<file path="src/sv/pressure_temp_compensation_defines.svh">
// Assertion macros shared by the compensation block.
`ifndef PRESSURE_TEMP_COMPENSATION_DEFINES_SVH
`define PRESSURE_TEMP_COMPENSATION_DEFINES_SVH

// Same-cycle implication, disabled during reset.
`define PTC_ASSERT_HOLDS(label, clk, rst, ante, cons) \
  label: assert property (@(posedge clk) disable iff (rst) (ante) |-> (cons)) \
    else $error("pressure_temp_compensation: property violated");

// Next-cycle implication, disabled during reset.
`define PTC_ASSERT_NEXT(label, clk, rst, ante, cons) \
  label: assert property (@(posedge clk) disable iff (rst) (ante) |=> (cons)) \
    else $error("pressure_temp_compensation: property violated");

`endif

</file>
<file path="src/sv/ptc_pkg.sv">
// ----------------------------------------------------------------------------
// ptc_pkg
// Types and constants shared by the pressure/temperature compensation block.
// ----------------------------------------------------------------------------
package ptc_pkg;

  typedef enum logic [2:0] {
    REG_MODEL,
    REG_SENS,
    REG_OFF,
    REG_TCS,
    REG_TCO,
    REG_TREF,
    REG_TEMPSENS
  } reg_idx_t;

  typedef struct packed {
    logic        sensor_model;
    logic [15:0] coef_sens;
    logic [15:0] coef_off;
    logic [15:0] coef_tcs;
    logic [15:0] coef_tco;
    logic [15:0] coef_tref;
    logic [15:0] coef_tempsens;
  } cfg_t;

  // Item as classified by the front end.
  typedef struct packed {
    logic               low_range;
    logic        [23:0] d1;
    logic signed [24:0] dt;
  } item_t;

  typedef struct packed {
    logic signed [18:0] temp_centi;
    logic signed [17:0] pressure_mbar;
    logic               pressure_saturated;
  } result_t;

  localparam logic signed [20:0] TEMP_NOMINAL  = 21'sd2000;
  localparam logic signed [20:0] VERYCOLD_OFS  = 21'sd3500;
  localparam logic signed [19:0] VERYCOLD_DEV  = -20'sd3500;
  // Reciprocals scaled by 2^31, rounded up; exact for dividends below 2^24.
  localparam logic [27:0]        RECIP_10      = 28'd214748365;
  localparam logic [27:0]        RECIP_100     = 28'd21474837;
  localparam int                 RECIP_SHIFT   = 31;
  localparam logic [23:0]        MAG_CLAMP     = 24'hFFFFFF;
  localparam logic [20:0]        PMAX_MAG      = 21'd131071;
  localparam logic [20:0]        PMIN_MAG      = 21'd131072;

endpackage

</file>
<file path="src/sv/ptc_fifo.sv">
// ----------------------------------------------------------------------------
// ptc_fifo
// Small register-based first-in first-out queue.
// ----------------------------------------------------------------------------
module ptc_fifo #(
  parameter int WIDTH = 8,
  parameter int DEPTH = 4
) (
  input  logic             clk,
  input  logic             rst,
  input  logic             push,
  input  logic [WIDTH-1:0] din,
  output logic             full,
  input  logic             pop,
  output logic [WIDTH-1:0] dout,
  output logic             empty
);
  localparam int AW = (DEPTH > 1) ? $clog2(DEPTH) : 1;
  localparam int CW = $clog2(DEPTH + 1);
  localparam logic [AW-1:0] LAST = AW'(DEPTH - 1);

  logic [WIDTH-1:0] mem [DEPTH];
  logic [AW-1:0]    wptr;
  logic [AW-1:0]    rptr;
  logic [CW-1:0]    count;
  logic             do_push;
  logic             do_pop;

  assign full    = (count == CW'(DEPTH));
  assign empty   = (count == '0);
  assign do_push = push && !full;
  assign do_pop  = pop && !empty;
  assign dout    = mem[rptr];

  always_ff @(posedge clk) begin
    if (rst) begin
      wptr  <= '0;
      rptr  <= '0;
      count <= '0;
    end else begin
      if (do_push) begin
        wptr <= (wptr == LAST) ? '0 : wptr + 1'b1;
      end
      if (do_pop) begin
        rptr <= (rptr == LAST) ? '0 : rptr + 1'b1;
      end
      if (do_push && !do_pop) begin
        count <= count + 1'b1;
      end else if (do_pop && !do_push) begin
        count <= count - 1'b1;
      end
    end
  end

  always_ff @(posedge clk) begin
    if (do_push) begin
      mem[wptr] <= din;
    end
  end

endmodule

</file>
<file path="src/sv/ptc_front.sv">
// ----------------------------------------------------------------------------
// ptc_front
// Accepts conversion pairs, forms dT and the range tag, and queues them.
// ----------------------------------------------------------------------------
module ptc_front #(
  parameter int DEPTH = 4
) (
  input  logic               clk,
  input  logic               rst,
  input  logic               push,
  input  logic [23:0]        pressure_raw,
  input  logic [23:0]        temp_raw,
  output logic               full,
  input  ptc_pkg::cfg_t      cfg,
  input  logic               issue,
  output logic               avail,
  output ptc_pkg::item_t     item
);
  ptc_pkg::item_t in_item;
  logic           q_empty;
  logic [$bits(ptc_pkg::item_t)-1:0] q_dout;

  // dT = D2 - C5 * 256
  always_comb begin
    in_item.low_range = cfg.sensor_model;
    in_item.d1        = pressure_raw;
    in_item.dt        = $signed({1'b0, temp_raw}) - $signed({1'b0, cfg.coef_tref, 8'd0});
  end

  ptc_fifo #(
    .WIDTH($bits(ptc_pkg::item_t)),
    .DEPTH(DEPTH)
  ) u_queue (
    .clk  (clk),
    .rst  (rst),
    .push (push),
    .din  (in_item),
    .full (full),
    .pop  (issue),
    .dout (q_dout),
    .empty(q_empty)
  );

  assign avail = !q_empty;
  assign item  = ptc_pkg::item_t'(q_dout);

endmodule

</file>
<file path="config.mk">
export PLATFORM = sky130hd
export DESIGN_NAME = ptc_front
export DESIGN_NICKNAME = d
export VERILOG_FILES = /design/src/sv/pressure_temp_compensation_defines.svh /design/src/sv/ptc_pkg.sv /design/src/sv/ptc_fifo.sv /design/src/sv/ptc_front.sv
export SDC_FILE = /design/constraint.sdc
export NUM_CORES = 1
export LEC_CHECK = 0
export ABC_AREA = 1
export BUFFER_PORTS_ARGS = -buffer_cell sky130_fd_sc_hd__buf_2
export CORE_MARGIN = 4
export CORE_UTILIZATION = 58
export DETAILED_ROUTE_END_ITERATION = 16
export GPL_TIMING_DRIVEN = 0
export PLACE_DENSITY = 0.85
export SYNTH_ARGS = -nofsm -noshare
export SYNTH_HDL_FRONTEND = slang
export SYNTH_SLANG_ARGS = --single-unit
</file>
<file path="constraint.sdc">
create_clock -name clk -period 8.8 [get_ports clk]
set_clock_uncertainty 0.1 [all_clocks]
set_input_delay 0.88 -clock clk [delete_from_list [all_inputs] [get_ports clk]]
set_output_delay 0.88 -clock clk [all_outputs]
set_load 0.02 [all_outputs]
</file>
After elaboration in Yosys (flattened, before gate mapping)
Memories as Yosys holds them, arrays and structs flattened. A register that Yosys moved wholly into a read port is not among the register bits.
Cells that the tools add are included.
Widths: inputs -> output; s select.
- register bits: 7
- bits in writable memories: 200
- input bits: 149
- output and inout port bits: 52
- word-level logic and storage cells: 30
- memories kept: 1
- $add $sub $neg: 5
- eq/ne operators: 3
- mux-type cells: 8
- reductions and logical operators: 10
- memories (name ; depth ; width ; read ports ; clocked after memory_dff ; wr ports ; line ; source):
    u_queue.mem ; 4 ; 50 ; 1 ; 1 ; 1 ; ptc_fifo.sv:22 ; logic [WIDTH-1:0] mem [DEPTH];
- operators with widths (cell ; number):
    $sub 24x24->25 ; 1
    $mux 2 ; 4
    $mux 3 ; 2
    $add 2x1->2 const B ; 2
    $eq 2x2->1 const B ; 2
    $logic_and 1x1->1 ; 4
    $logic_not 1->1 ; 4
    $add 3x1->3 const B ; 1
    $eq 3x3->1 const B ; 1
    $logic_not 3->1 ; 1
    $sub 3x1->3 const B ; 1
    $mux 1 ; 2
    $reduce_bool 2->1 ; 1

Longest topological paths before layout
- depth in word-level cells: 7
- mapped depth: 12
- gate-level depth less buffers: 12

Modules after synthesis
From an unflattened synthesis, not the netlist that was laid out.
- cell total of the unflattened synthesis: 762
- area, all modules: 9098.7 um^2
- by module, submodules not included (module ; instances ; cells each ; area each (um^2) ; seq. area each (um^2)):
    ptc_fifo ; 1 ; 554 ; 8052.7 ; 6185.9
    ptc_front ; 1 ; 208 ; 1046.0 ; 0.0

Worst setup path after synthesis
No wires, ideal clock.
- kind: input port to flip-flop
- from: input port push
- to: memory u_queue.mem[0][0] (netlist name) (enable)
- library setup time: 0.458 ns
- arrival: 3.090 ns
- data required time: 8.242 ns
- slack: 5.152 ns
- cell stages on the path: 2
- path buffers: 0
- cells stage by stage: nand2_2 > nor2_1
- word-level cells in the longest chain between the ends: 3
- ends and longest elaborated chain (what ; line ; source):
    start, declared ; ptc_front.sv:10 ; input logic push,
    $logic_and 1x1->1 ; ptc_fifo.sv:31 ; assign do_push = push && !full;
    $mux 1 ; ptc_fifo.sv:56 ; if (do_push) begin
    $mux 1 (implied by the code) ; ptc_fifo.sv:57 ; mem[wptr] <= din;
    end, declared ; ptc_fifo.sv:22 ;
No other way between the ends.

==> flow_metrics.env <==
export IMPL_diodes=0
export IMPL_synth_seq_cells=209
export IMPL_met1_usage_pct=25.5
export IMPL_clock_path_buffers=3
export IMPL_ant_nets=0
export IMPL_final_cells=1089
export IMPL_syn_to_final_growth_pct=16.7
export IMPL_die_x_um=131
export IMPL_drtPass1Iterations=5
export IMPL_cts_resized=0
export IMPL_vias_per_cell=5.56
export IMPL_cp_end_kind="output port"
export IMPL_routedWlPerCell_um=16.5
export IMPL_clock_sinks=209
export IMPL_max_freq_mhz=321
export IMPL_initial_utilization_pct=59.9
export IMPL_critPathLaunchType="flop"
export IMPL_tightest_slew_ps=877
export IMPL_io_buffers=120
export IMPL_min_path_type="flop to flop"
export IMPL_hold_violations=0
export IMPL_grt_util_met3_pct=3.10
export IMPL_place_congestion=0.854
export IMPL_grt_antenna_before_repair=0
export IMPL_root_buffer="clkbuf_16"
export IMPL_drtIter0Drc=570
export IMPL_dp_cells=1056
export IMPL_grt_pass1_wl_um=28100
export IMPL_overflow=0
export IMPL_syn_avg_cell_area_um2=11.8
export IMPL_p_leak_uw=0.00410
export IMPL_rsz0062_at_grt="false"
export IMPL_cts_setup_buffers=0
export IMPL_synthesis_nets=921
export IMPL_min_period_ps=3120
export IMPL_cts_tree="yes"
export IMPL_irDropWorstVdd_uv=139
export IMPL_path_max_fanout=10
export IMPL_cts_max_level=1
export IMPL_hold_buffers=0
export IMPL_finalCritPeriodShare_pct=35.4
export IMPL_routed_wl_um=18000
export IMPL_crit_required_ps=7820
export IMPL_nFillCells=995
export IMPL_ys_warn_count=0
export IMPL_die_area_um2=17300
export IMPL_cts_made_buffers=19
export IMPL_final_util_pct=69.9
export IMPL_clk_latency_ps=470
export IMPL_tns_ps=0
export IMPL_ys_seq_area_share_pct=69.9
export IMPL_rows=44
export IMPL_netlist_area_um2=8840
export IMPL_grt_start_max_net_pins=29
export IMPL_drive_gt1_share_pct=19.6
export IMPL_hold_slack_ps=401
export IMPL_arrival_ps=2140
export IMPL_maxCapViolations=0
export IMPL_grt_use_total_pct=19.8
export IMPL_power_density_nw_per_um2=274
export IMPL_io_pin_count=201
export IMPL_setup_violations=0
export IMPL_dp_hpwl_um=11800
export IMPL_synth_cell_type_count=26
export IMPL_syn_inst=748
export IMPL_maxSlewHeadroom_pct=41.4
export IMPL_met2_usage_pct=34.8
export IMPL_path_class="flop to output port"
export IMPL_maxSlewViolCount=0
export IMPL_status="complete, no violations"
export IMPL_vias=6050
export IMPL_core_um2=14800
export IMPL_fin_nets=1066
export IMPL_first_global_vias=5748
export IMPL_drc=0
export IMPL_top_usage_layer="met2"
export IMPL_die_h_um=131
export IMPL_path_clk_slew_ps=60
synth_stat cells:
cell type | instances | area (um2)
o21a_1 | 2 | 15.0
ha_1 | 22 | 275
o21ai_0 | 91 | 455
inv_4 | 1 | 6.26
xnor2_1 | 1 | 8.76
o21bai_1 | 2 | 15.0
xor2_1 | 6 | 52.6
dfxtp_1 | 9 | 180
nand3_1 | 15 | 75.1
nand2_1 | 88 | 330
buf_4 | 1 | 7.51
nand4_1 | 2 | 12.5
nor3_1 | 2 | 10.0
buf_2 | 12 | 60.1
fa_1 | 2 | 40.0
edfxtp_1 | 200 | 6010
clkbuf_1 | 11 | 41.3
o21ai_1 | 9 | 45.0
a21oi_1 | 15 | 75.1
a211oi_1 | 3 | 22.5
o22ai_1 | 50 | 313
inv_1 | 74 | 278
clkbuf_2 | 7 | 35.0
nand2_2 | 4 | 25.0
nor2_1 | 117 | 439
nor3_2 | 2 | 20.0
registers in the layout (all words and copies together), names as in the netlist, named ones only:
register / cells
u_queue.count: 3
u_queue.mem: 200
u_queue.rptr: 2
u_queue.wptr: 2
layout make-up:
cell class                 instances  area, um2  share of cell area (%)
clock inverter                     6       28.8                   0.279
sequential                       209       6190                    59.9
tap                              184        230                    2.23
timing repair buffer             124        681                    6.60
clock buffer                      27        505                    4.90
inverter                          75        284                    2.75
multi-input combinational        433       2260                    21.9
buffer                            31        144                    1.39
layer usage:
metal  routed length [um]  part of all wire, %
met2                 9240                   51
met1                 7240                   40
met4                  259                  1.4
met3                 1210                  6.8
met5                    0                    0
critical path: stages, from the launching register on:
cell and delay [ps]:
dfxtp_1 410, inv_1 240, clkbuf_1 380, o21ai_0 200
o22ai_1 230, buf_2 220
worst paths after layout:
check	from	to	slack [ps]	cells after the start
worst max-delay path	flop	item[17]	5680	5
worst min-delay path	u_queue.rptr[1]$_SDFFE_PP0P_	flop	400	2
worst max register to register	u_queue.count[0]$_SDFFE_PP0P_	u_queue.mem[3][23]$_DFFE_PP_	6560	5
worst min register to register	u_queue.rptr[1]$_SDFFE_PP0P_	flop	400	2
cell families after synthesis:
kind of cell	after synthesis	share of synthesized area (%)
and+or+nand+nor	230	10.3
buffers and inverters	106	4.84
AOI/OAI and AO/OA	172	10.6
DFF	209	69.9
xor gates and xnor gates	7	0.693
adders and majority gates	24	3.57
metrics by stage:
step / cell area [um2] / total power, uW / worst slack (ps)
after floorplan: 8840 / 1820 / 5150
after detailed placement: 9780 / 2130 / 6060
after CTS: 10300 / 2840 / 5710
after global placement: 9670 / 2100 / 3500
after global routing: 10300 / 2960 / 5590
final: 10300 / 2830 / 5680
where the power goes:
group | internal, uW | switching (uW) | total [uW]
registers | 1230 | 29.9 | 1260
clock network | 400 | 319 | 719
logic | 255 | 593 | 848
layout by cell type, fill, tap and decap left out, types with 19 or more instances in the layout:
| master | synthesis | layout |
|---|---|---|
| ha_1 | 22 | 22 |
| nand2_1 | 88 | 88 |
| o21ai_0 | 91 | 91 |
| clkbuf_1 | 11 | 19 |
| nor2_1 | 117 | 113 |
| clkbuf_16 | 0 | 19 |
| o22ai_1 | 50 | 50 |
| buf_2 | 12 | 132 |
| inv_1 | 74 | 74 |
| edfxtp_1 | 200 | 200 |
Power figures use the tool's default switching activity.
