### src/sv/pressure_temp_compensation_defines.svh
// Assertion macros shared by the compensation block.
`ifndef PRESSURE_TEMP_COMPENSATION_DEFINES_SVH
`define PRESSURE_TEMP_COMPENSATION_DEFINES_SVH

// Same-cycle implication, disabled during reset.
`define PTC_ASSERT_HOLDS(label, clk, rst, ante, cons) \
  label: assert property (@(posedge clk) disable iff (rst) (ante) |-> (cons)) \
    else $error("pressure_temp_compensation: property violated");

// Next-cycle implication, disabled during reset.
`define PTC_ASSERT_NEXT(label, clk, rst, ante, cons) \
  label: assert property (@(posedge clk) disable iff (rst) (ante) |=> (cons)) \
    else $error("pressure_temp_compensation: property violated");

`endif

### src/sv/ptc_fifo.sv
// ----------------------------------------------------------------------------
// ptc_fifo
// Small register-based first-in first-out queue.
// ----------------------------------------------------------------------------
module ptc_fifo #(
  parameter int WIDTH = 8,
  parameter int DEPTH = 4
) (
  input  logic             clk,
  input  logic             rst,
  input  logic             push,
  input  logic [WIDTH-1:0] din,
  output logic             full,
  input  logic             pop,
  output logic [WIDTH-1:0] dout,
  output logic             empty
);
  localparam int AW = (DEPTH > 1) ? $clog2(DEPTH) : 1;
  localparam int CW = $clog2(DEPTH + 1);
  localparam logic [AW-1:0] LAST = AW'(DEPTH - 1);

  logic [WIDTH-1:0] mem [DEPTH];
  logic [AW-1:0]    wptr;
  logic [AW-1:0]    rptr;
  logic [CW-1:0]    count;
  logic             do_push;
  logic             do_pop;

  assign full    = (count == CW'(DEPTH));
  assign empty   = (count == '0);
  assign do_push = push && !full;
  assign do_pop  = pop && !empty;
  assign dout    = mem[rptr];

  always_ff @(posedge clk) begin
    if (rst) begin
      wptr  <= '0;
      rptr  <= '0;
      count <= '0;
    end else begin
      if (do_push) begin
        wptr <= (wptr == LAST) ? '0 : wptr + 1'b1;
      end
      if (do_pop) begin
        rptr <= (rptr == LAST) ? '0 : rptr + 1'b1;
      end
      if (do_push && !do_pop) begin
        count <= count + 1'b1;
      end else if (do_pop && !do_push) begin
        count <= count - 1'b1;
      end
    end
  end

  always_ff @(posedge clk) begin
    if (do_push) begin
      mem[wptr] <= din;
    end
  end

endmodule

### config.mk
export PLATFORM = sky130hd
export DESIGN_NAME = ptc_fifo
export DESIGN_NICKNAME = d
export VERILOG_FILES = /design/src/sv/pressure_temp_compensation_defines.svh /design/src/sv/ptc_fifo.sv
export SDC_FILE = /design/constraint.sdc
export NUM_CORES = 1
export LEC_CHECK = 0
export ABC_AREA = 1
export ABC_CLOCK_PERIOD_IN_PS = 1900
export BUFFER_PORTS_ARGS = -buffer_cell sky130_fd_sc_hd__buf_2
export CAP_MARGIN = 10
export CORE_AREA = 3 3 60 62
export CTS_CLUSTER_DIAMETER = 30
export CTS_CLUSTER_SIZE = 28
export DETAILED_ROUTE_END_ITERATION = 7
export DIE_AREA = 0 0 63 65
export GPL_TIMING_DRIVEN = 1
export PLACE_DENSITY = 0.74
export RECOVER_POWER = 25
export SLEW_MARGIN = 40
export SYNTH_ARGS = -nofsm -noshare
export SYNTH_HDL_FRONTEND = slang
export SYNTH_SLANG_ARGS = --single-unit
### constraint.sdc
create_clock -name clk -period 1.9 [get_ports clk]
set_input_delay 0.285 -clock clk [delete_from_list [all_inputs] [get_ports clk]]
set_output_delay 0.285 -clock clk [all_outputs]
set_load 0.05 [all_outputs]
# --- Word level (Yosys, flattened, before mapping) ---
# Memories as Yosys holds them, arrays and structs flattened. A register that Yosys moved wholly into a read port is not among the register bits.
# Cells that the tools add are included.
op_classes:
  n_addsub: 4
  n_mul: 0
  n_div: 0
  order_cmp: 0
  n_eq_ne: 3
  shift: 0
  mux: 8
  n_bitwise: 0
  reduce_logical: 10
op_table:
  columns: ["operator", "count"]
  rows:
  - ["2-bit two-way mux", 4]
  - ["3-bit two-way mux", 2]
  - ["2-bit by 1-bit adder with 2-bit output (second input constant)", 2]
  - ["2-bit equality test (second input constant)", 2]
  - ["1-bit logical AND", 4]
  - ["1-bit logical NOT", 4]
  - ["3-bit by 1-bit adder with 3-bit output (second input constant)", 1]
  - ["3-bit equality test (second input constant)", 1]
  - ["3-bit logical NOT", 1]
  - ["3-bit by 1-bit subtractor with 3-bit output (second input constant)", 1]
  - ["1-bit two-way mux", 2]
  - ["2-bit nonzero test", 1]
totals:
  reg_bits: 7
  latchBits: 0
  ram_bits: 32
  rom_bits: 0
  in_bits: 12
  out_inout_bits: 10
  elab_cells: 29
  n_memories: 1
mem_list:
  columns: ["name", "depth", "width", "read_ports", "rd_ports_with_merged_regs", "write_ports", "line", "source"]
  rows:
  - ["mem", 4, 8, 1, 1, 1, "ptc_fifo.sv:22", "logic [WIDTH-1:0] mem [DEPTH];"]

# --- Longest topological paths before layout ---
# Gate-level depths: netlist (run 1).
logic_depth:
  ltp_word: 7
  ltp_mapped: 13
  ltp_nobuf: 13

# --- Worst setup path before layout (run 1) ---
# OpenSTA, ideal clock, no wires.
synth_path:
  kind: "reg2out"
  from: "register with a tool-made name"
  to: "output port dout[6]"
  arrival_time_ns: 1.406
  t_required_ns: 1.615
  path_slack_ns: 0.209
  path_stages_with_launch: 4
  n_path_buf: 1
  cell_sequence: "dfxtp_1 > buf_6 > o21ai_1 > o22ai_1"
synth_lines:
  columns: ["element", "line", "source"]
  rows:
  - ["end, declared", "ptc_fifo.sv:15", "output logic [WIDTH-1:0] dout,"]

==> results.json, run 1 <==
{
  "swShare_pct": 43.4,
  "p_clk_share_pct": 14.8,
  "synth_compound_area_share_pct": 9.22,
  "path_clk_slew_ps": 110,
  "ys_seq_area_share_pct": 67.3,
  "regArea_um2": 1150,
  "drv_slew": 0,
  "area_delta_synth_final_pct": 15.9,
  "antenna_cells": 0,
  "cp_max_fo": 10,
  "yosys.area_share.simple_pct": 12.1,
  "critPathSlowestCell": "dfxtp_4",
  "worst-path-buf-inv": 2,
  "pwr_density_cell_nw_per_um2": 1490,
  "multi_input_area_um2": 483,
  "critPathTopFamily": "buffers and inverters",
  "synthXorXnorAreaFrac_pct": 0.516,
  "intPower_mw": 1.66,
  "vias": 1142,
  "cp_slowest_stage_delay_ps": 430,
  "grt_max_degree": 17,
  "yosys.area.top_type": "edfxtp_1",
  "hold_viol": 0,
  "max_freq_ghz": 0.554,
  "p_leak_nw": 0.785,
  "path_cells": "buf_4, o21ai_0, o22ai_1, clkbuf_4",
  "fin_crit_ps": 1810,
  "ir_drop_uv": 809,
  "wl_mm": 2.99,
  "place_area_um2": 1870,
  "status": "completed",
  "arrival_ps": 1520,
  "grt.total_usage_pct": 16.8,
  "min_path_type": "in2reg",
  "clock_path_buffers": 2,
  "floorplan.initialDensity_pct": 55.1,
  "max-slew-margin-rel_pct": 83.4,
  "power.switching_mw": 1.27,
  "clkSinkCount": 41,
  "fill_cells": 259,
  "worstSetupEndpointType": "output port",
  "post_route_cells_drive_above_1_share_pct": 23.3,
  "setup_viol_count_final": 0,
  "synth_cell_types": 19,
  "ant_nets": 0,
  "ctsHtreeMaxLevel": 2,
  "fin_skew_ps": 8.18,
  "die_y_um": 65,
  "synth_top_family_by_area": "simple AND/OR/NAND/NOR gates",
  "numCtsBuffers": 5,
  "viasPerCell": 5.10,
  "clk_latency_ps": 340,
  "ioPinCount": 22,
  "cts-root-buf": "clkbuf_4",
  "most-common-layout-cells": "nor2_1, edfxtp_1, inv_1",
  "port_buffers": 21,
  "tightest_slew_ps": 250,
  "first_iter_violations": 73,
  "worstSetupStartpointType": "flip-flop",
  "grt_pass1_wl_mm": 5.19,
  "syn-num-nets": 166,
  "seqPwrFrac_pct": 42.3,
  "fin_nets": 198,
  "gp_congestion": 0.746,
  "worstPathRequired_ps": 1620,
  "grt_overflow": 0,
  "design_area_um2": 1970,
  "dieArea_um2": 4100,
  "rows": 20,
  "dieWidth_um": 63,
  "postLayoutCoreUtil_pct": 63.9,
  "grt_pass1_vias": 1185,
  "synth_mux_area_share_pct": 0,
  "core_region_area_um2": 3080,
  "period_share_pct": 95.0,
  "syn-mean-instance-area_um2": 11.5,
  "tritoncts": "done",
  "rsz0062_at_grt": "yes",
  "synth-seq-cells": 41,
  "hpwl_mm": 2.13,
  "drc_errors": 0,
  "yosys_warnings": 0,
  "post_drt_wl_per_cell_um": 13.4,
  "syn_area_um2": 1700,
  "synthAdderAreaFrac_pct": 5.60,
  "combPwrFrac_pct": 42.9,
  "path_class": "reg2out",
  "synth_area_leaders": "edfxtp_1, dfxtp_1, nor2_1, ha_1, o21ai_0",
  "firstDrtPassIters": 4,
  "synth_top_cell_area_share_pct": 56.6,
  "netlist_instances": 147,
  "maxCapViolations": 0,
  "grt_antenna_before_repair": 0
}
-- routing by layer --
layer  vias up  global-route usage [%]  wire [µm]
li1        566                       -          -
met1       538                    17.9       1120
met2        32                    30.4       1680
met3         6                    3.47        140
met4         0                    10.5         51
met5         -                       0          0
-- repair_timing --
item                                    CTS  global route
endpoints found under the setup margin    8            10
pin swaps                                 0             1
buffers inserted                          0             1
resized for setup                         2            16
hold buffers                              0             0
-- power by group through the flow --
stage	logic [mW]	registers, mW	clock network (mW)
after floorplan	0.964	1.20	0
final	1.26	1.24	0.434
after global routing	1.40	1.26	0.481
after CTS	1.23	1.22	0.439
after global placement	1.18	1.23	0
after detailed placement	1.23	1.23	0
-- through the flow --
step	total power, mW	hold slack, ps	setup slack, ps	instances	setup TNS [ps]
final	2.94	102	94.2	224	0
after global routing	3.14	94.5	-12.1	224	-12.1
after CTS	2.89	94.9	0.243	223	0
after detailed placement	2.46	465	41.7	215	0
after global placement	2.41	457	136	215	0
after floorplan	2.16	357	209	147	0
-- synthesized netlist by cell type --
library cell,n
xor2_1,1
nor2_1,33
edfxtp_1,32
o21ai_2,3
nand3_1,1
fa_1,1
o22ai_1,8
o21ai_1,1
a21oi_1,2
ha_1,6
dfxtp_1,9
nand4_1,1
o21ai_0,13
inv_2,1
nand3b_1,2
inv_1,17
nand2_2,1
nand2_1,13
buf_6,2
-- state kept, by name, summed over array words and instances (netlist names), named ones only --
| signal | count |
|---|---|
| count | 3 |
| mem | 32 |
| rptr | 2 |
| wptr | 2 |
-- final cells by class --
| type | count | share of cell area [%] |
|---|---|---|
| sequential | 41 | 58.6 |
| multi-input combinational | 86 | 24.6 |
| timing repair buffer | 27 | 7.45 |
| inverter | 18 | 3.56 |
| tap | 44 | 2.80 |
| clock buffer | 6 | 2.61 |
| clock inverter | 2 | 0.446 |
-- final timing paths --
path	slack (ps)	depth (start not counted)	end	start
min reg2reg	550	2	flip-flop	rptr[1]
max reg2reg	160	12	count[2]	count[1]
min	100	2	count[0]	rst
max	90	4	dout[4]	flip-flop
-- kinds of logic after synthesis --
group,count (synthesis)
AO/OA/AOI/OAI,27
XOR/XNOR,1
adder cells (fa/ha/maj),7
buffers and inverters,20
flip-flops,41
AND/OR/NAND/NOR,51
Power figures use the tool's default switching activity.
==> run 2, diff against run 1 <==
--- a/config.mk
+++ b/config.mk
@@ -7,7 +7,7 @@
 export LEC_CHECK = 0
 export ABC_AREA = 1
 export ABC_CLOCK_PERIOD_IN_PS = 1900
-export BUFFER_PORTS_ARGS = -buffer_cell sky130_fd_sc_hd__buf_2
+export BUFFER_PORTS_ARGS = -buffer_cell sky130_fd_sc_hd__clkbuf_2
 export CAP_MARGIN = 10
 export CORE_AREA = 3 3 60 62
 export CTS_CLUSTER_DIAMETER = 30
@@ -15,6 +15,7 @@
 export DETAILED_ROUTE_END_ITERATION = 7
 export DIE_AREA = 0 0 63 65
 export GPL_TIMING_DRIVEN = 1
+export MAX_ROUTING_LAYER = met4
 export PLACE_DENSITY = 0.74
 export RECOVER_POWER = 25
 export SLEW_MARGIN = 40
==> results.json, run 2 (synthesis gave the netlist of run 1 again) <==
{
  "status": "completed",
  "min-delay-start": "rst",
  "worstSetupEndpointType": "flip-flop",
  "wl_mm": 3.02,
  "path_class": "reg2reg",
  "max-slew-margin-rel_pct": 80.6,
  "ir_drop_uv": 897,
  "clkSinkCount": 41,
  "core_region_area_um2": 3080,
  "post_drt_wl_per_cell_um": 13.5,
  "swShare_pct": 43.8,
  "reg2reg_to": "count[1]",
  "dpl_worst_slack_ps": 65.5,
  "maxCapViolations": 0,
  "hold_slack_ps": 105,
  "min_path_type": "in2reg",
  "ant_nets": 0,
  "crit_start": "count[1]",
  "clk_latency_ps": 330,
  "reg.largest.list": "mem x32, count x3",
  "pwr_density_cell_nw_per_um2": 1480,
  "cp_slowest_stage_delay_ps": 430,
  "dieArea_um2": 4100,
  "viasPerCell": 5.08,
  "hold_viol": 0,
  "r2r_setup_slack_ps": 90,
  "clock_path_buffers": 2,
  "period_share_pct": 95.4,
  "path_cells": "nor2_4, nand2_2, nand2_2, inv_1, ha_1, inv_1, fa_2, o21ai_0, nor2_1",
  "grt_pass1_wl_mm": 4.94,
  "worstPathRequired_ps": 2130,
  "die_y_um": 65,
  "antenna_cells": 0,
  "port_buffers": 21,
  "gp_congestion": 0.755,
  "cts-root-buf": "clkbuf_4",
  "grt.total_usage_pct": 16.7,
  "max_freq_ghz": 0.552,
  "vias": 1139,
  "rsz0062_at_grt": "no",
  "hold_end": "count[0]",
  "grt_pass1_vias": 1149,
  "numCtsBuffers": 5,
  "drc_errors": 0,
  "p_leak_nw": 0.780,
  "ioPinCount": 22,
  "post_route_cells_drive_above_1_share_pct": 22.8,
  "most-common-layout-cells": "nor2_1, edfxtp_1, inv_1",
  "ctsHtreeMaxLevel": 2,
  "combPwrFrac_pct": 43.7,
  "grt_antenna_before_repair": 0,
  "intPower_mw": 1.62,
  "grt_overflow": 0,
  "firstDrtPassIters": 4,
  "r2r_cells": 9,
  "finalSetupTns_ps": 0,
  "fin_crit_ps": 1810,
  "worstSetupStartpointType": "flip-flop",
  "largest_reg_flops": 32,
  "final.setup.worst_slack_ps": 87.3,
  "regToRegStartpoint": "count[1]",
  "dieWidth_um": 63,
  "tritoncts": "done",
  "drv_slew": 0,
  "cp_max_fo": 4,
  "arrival_ps": 2040,
  "area_delta_synth_final_pct": 15.0,
  "path_clk_slew_ps": 100,
  "fin_nets": 198,
  "p_clk_share_pct": 13.3,
  "hpwl_mm": 2.11,
  "hold_depth": 2,
  "cts_hold_buf": 0,
  "floorplan.initialDensity_pct": 55.1,
  "setup_viol_count_final": 0,
  "first_iter_violations": 24,
  "critPathSlowestCell": "fa_2",
  "tightest_slew_ps": 293,
  "rows": 20,
  "fin_skew_ps": 10.6,
  "grt_max_degree": 17,
  "top_register": "mem",
  "power.switching_mw": 1.26,
  "seqPwrFrac_pct": 43.0
}
run 2: power by group through the flow:
stage	combinational (mW)	sequential [mW]	clock [mW]
floorplan	0.964	1.20	0
global placement	1.18	1.23	0
detailed placement	1.23	1.24	0
CTS	1.23	1.22	0.398
global route	1.39	1.26	0.432
finish	1.26	1.24	0.383
run 2: repair_timing:
| action | 4_1_cts | 5_1_grt |
|---|---|---|
| resized for setup | 2 | 14 |
| endpoints found under the setup margin | 8 | 9 |
| pin swaps | 0 | 1 |
| setup buffers | 0 | 1 |
run 2: cell type report:
cell class | instances | area, µm²
clock buffer | 7 | 45.0
clock inverter | 1 | 3.75
fill | 250 | 1130
inverter | 18 | 70.1
multi-input combinational | 86 | 483
sequential | 41 | 1150
tap | 44 | 55.1
timing repair buffer | 27 | 145
run 2: how the worst max path moves through the flow:
| stage | end | slack [ps] | cells past startpoint |
|---|---|---|---|
| finish | count[1] | 90 | 9 |
| global route | count[1] | 0.9 | 9 |
| CTS | dout[4] | 10 | 4 |
| detailed placement | count[2] | 70 | 13 |
| global placement | count[1] | 140 | 9 |
| floorplan | dout[6] | 210 | 3 |
run 2: per-layer routing:
layer	global-route usage [%]	vias up	share of wire [%]
met4	9.09	0	1.9
met3	3.64	7	4.5
met5	-	-	0
li1	-	563	-
met1	16.3	545	38
met2	30.7	24	56
run 2: worst max-delay path: cells and delay by family, from the launching register on:
| family | cells | cell delay (ps) |
|---|---|---|
| AOI/OAI and AO/OA | 1 | 190 |
| DFF | 1 | 360 |
| buffers and inverters | 2 | 150 |
| adders and majority gates | 2 | 630 |
| and+or+nand+nor | 4 | 380 |
run 2: stage by stage:
stage | power (mW) | cells | util [%] | area, µm²
3_3_place_gp | 2.41 | 215 | 60.8 | 1870
6_report | 2.88 | 224 | 63.4 | 1950
5_1_grt | 3.08 | 224 | 63.4 | 1950
3_5_place_dp | 2.46 | 215 | 60.8 | 1870
4_1_cts | 2.85 | 223 | 62.4 | 1920
2_1_floorplan | 2.16 | 147 | - | 1700
==> run 3, diff against run 2 <==
--- a/config.mk
+++ b/config.mk
@@ -17,7 +17,6 @@
 export GPL_TIMING_DRIVEN = 1
 export MAX_ROUTING_LAYER = met4
 export PLACE_DENSITY = 0.74
-export RECOVER_POWER = 25
 export SLEW_MARGIN = 40
 export SYNTH_ARGS = -nofsm -noshare
 export SYNTH_HDL_FRONTEND = slang
==> results.json, run 3 (synthesis gave the netlist of run 1 again) <==
{
  "status": "completed",
  "dpl_worst_slack_ps": 65.5,
  "cts_hold_buf": 0,
  "top_register": "mem",
  "clk_latency_ps": 330,
  "dieWidth_um": 63,
  "postLayoutCoreUtil_pct": 63.6,
  "first_iter_violations": 27,
  "gp_congestion": 0.755,
  "rsz0062_at_grt": "no",
  "hold_viol": 0,
  "die_y_um": 65,
  "hpwl_mm": 2.11,
  "grt_antenna_before_repair": 0,
  "antenna_cells": 0,
  "tritoncts": "done",
  "arrival_ps": 2040,
  "fin_skew_ps": 11.4,
  "fin_nets": 198,
  "ctsHtreeMaxLevel": 2,
  "core_region_area_um2": 3080,
  "use_met3_pct": 3.64,
  "final.setup.worst_slack_ps": 86.9,
  "firstDrtPassIters": 4,
  "clkSinkCount": 41,
  "grt.total_usage_pct": 16.7,
  "drc_errors": 0,
  "ir_drop_uv": 896,
  "most-common-layout-cells": "nor2_1, edfxtp_1, clkbuf_2",
  "drv_slew": 0,
  "path_clk_slew_ps": 100,
  "fin_crit_ps": 1810,
  "ioPinCount": 22,
  "worstSetupEndpointType": "flip-flop",
  "min_path_type": "in2reg",
  "p_leak_nw": 0.798,
  "clock_path_buffers": 2,
  "max-slew-margin-rel_pct": 80.6,
  "ant_nets": 0,
  "grt_use_met2_pct": 30.7,
  "cp_slowest_stage_delay_ps": 430,
  "max_freq_ghz": 0.552,
  "grt_max_degree": 17,
  "port_buffers": 21,
  "tightest_slew_ps": 293,
  "period_share_pct": 95.4,
  "cp_max_fo": 4,
  "dpl.cell_count": 215,
  "grt_pass1_wl_mm": 4.94,
  "path_cells": "nor2_4, nand2_2, nand2_2, inv_1, ha_1, inv_1, fa_2, o21ai_0, nor2_1",
  "grt_overflow": 0,
  "path_class": "reg2reg",
  "pwr_density_cell_nw_per_um2": 1470,
  "use_met1_pct": 16.3,
  "reg.largest.list": "mem x32, count x3",
  "dieArea_um2": 4100,
  "post_route_cells_drive_above_1_share_pct": 26.1,
  "top_usage_layer": "met2",
  "fin_cells": 224,
  "worstPathRequired_ps": 2130,
  "largest_reg_flops": 32,
  "cts-root-buf": "clkbuf_4",
  "critPathSlowestCell": "fa_2",
  "power.total_mw": 2.88,
  "grt_pass1_vias": 1149,
  "setup_viol_count_final": 0,
  "worstSetupStartpointType": "flip-flop",
  "finalSetupTns_ps": 0,
  "maxCapViolations": 0,
  "wl_mm": 3.03,
  "vias": 1140,
  "post_drt_wl_per_cell_um": 13.5,
  "fill_cells": 247,
  "floorplan.initialDensity_pct": 55.1,
  "rows": 20,
  "viasPerCell": 5.09,
  "numCtsBuffers": 5,
  "area_delta_synth_final_pct": 15.4
}
-- run 3: cell counts in the layout (fill, tap and decap cells not counted) --
Identical to the previous run, type by type.
-- run 3: layout make-up --
cell class	count	area [µm²]	share of cell area, %
timing repair buffer	27	153	7.80
inverter	18	70.1	3.58
tap	44	55.1	2.81
multi-input combinational	86	483	24.7
sequential	41	1150	58.7
clock buffer	7	45.0	2.30
clock inverter	1	3.75	0.192
-- run 3: critical path, delay by kind of cell, from the launching register on --
kind | cells | cell delay (ps)
simple gates | 4 | 380
flops | 1 | 360
buf+inv | 2 | 150
compound gates | 1 | 190
fa+ha+maj | 2 | 630
-- run 3: stage by stage --
stage | hold WS (ps) | instance area (µm²)
finish | 105 | 1960
global route | 104 | 1960
CTS | 97.0 | 1920
detailed placement | 465 | 1870
global placement | 459 | 1870
floorplan | 357 | 1700
-- run 3: routing by layer --
layer | up-vias | wire [µm]
li1 | 563 | -
met1 | 549 | 1160
met2 | 21 | 1700
met3 | 7 | 115
met4 | 0 | 57
met5 | - | 0
-- run 3: path summary, 6_finish.rpt --
kind              slack, ps  cells past startpoint  startpoint         to
setup / recovery         90                      9    count[1]   count[1]
setup reg to reg         90                      9    count[1]   count[1]
hold / removal          110                      2         rst   count[0]
hold reg to reg         520                      2     rptr[1]  flip-flop
-- run 3: power breakdown --
part / internal (mW) / switching [mW]
registers: 1.12 / 0.116
logic: 0.355 / 0.905
clock network: 0.142 / 0.242
total: 1.62 / 1.26
-- run 3: repair_timing --
item | 4_1_cts | 5_1_grt
buffers inserted | 0 | 1
resized for setup | 2 | 14
pin swaps | 0 | 1
setup endpoints to repair | 8 | 9
endpoints found under the hold margin | 0 | 0
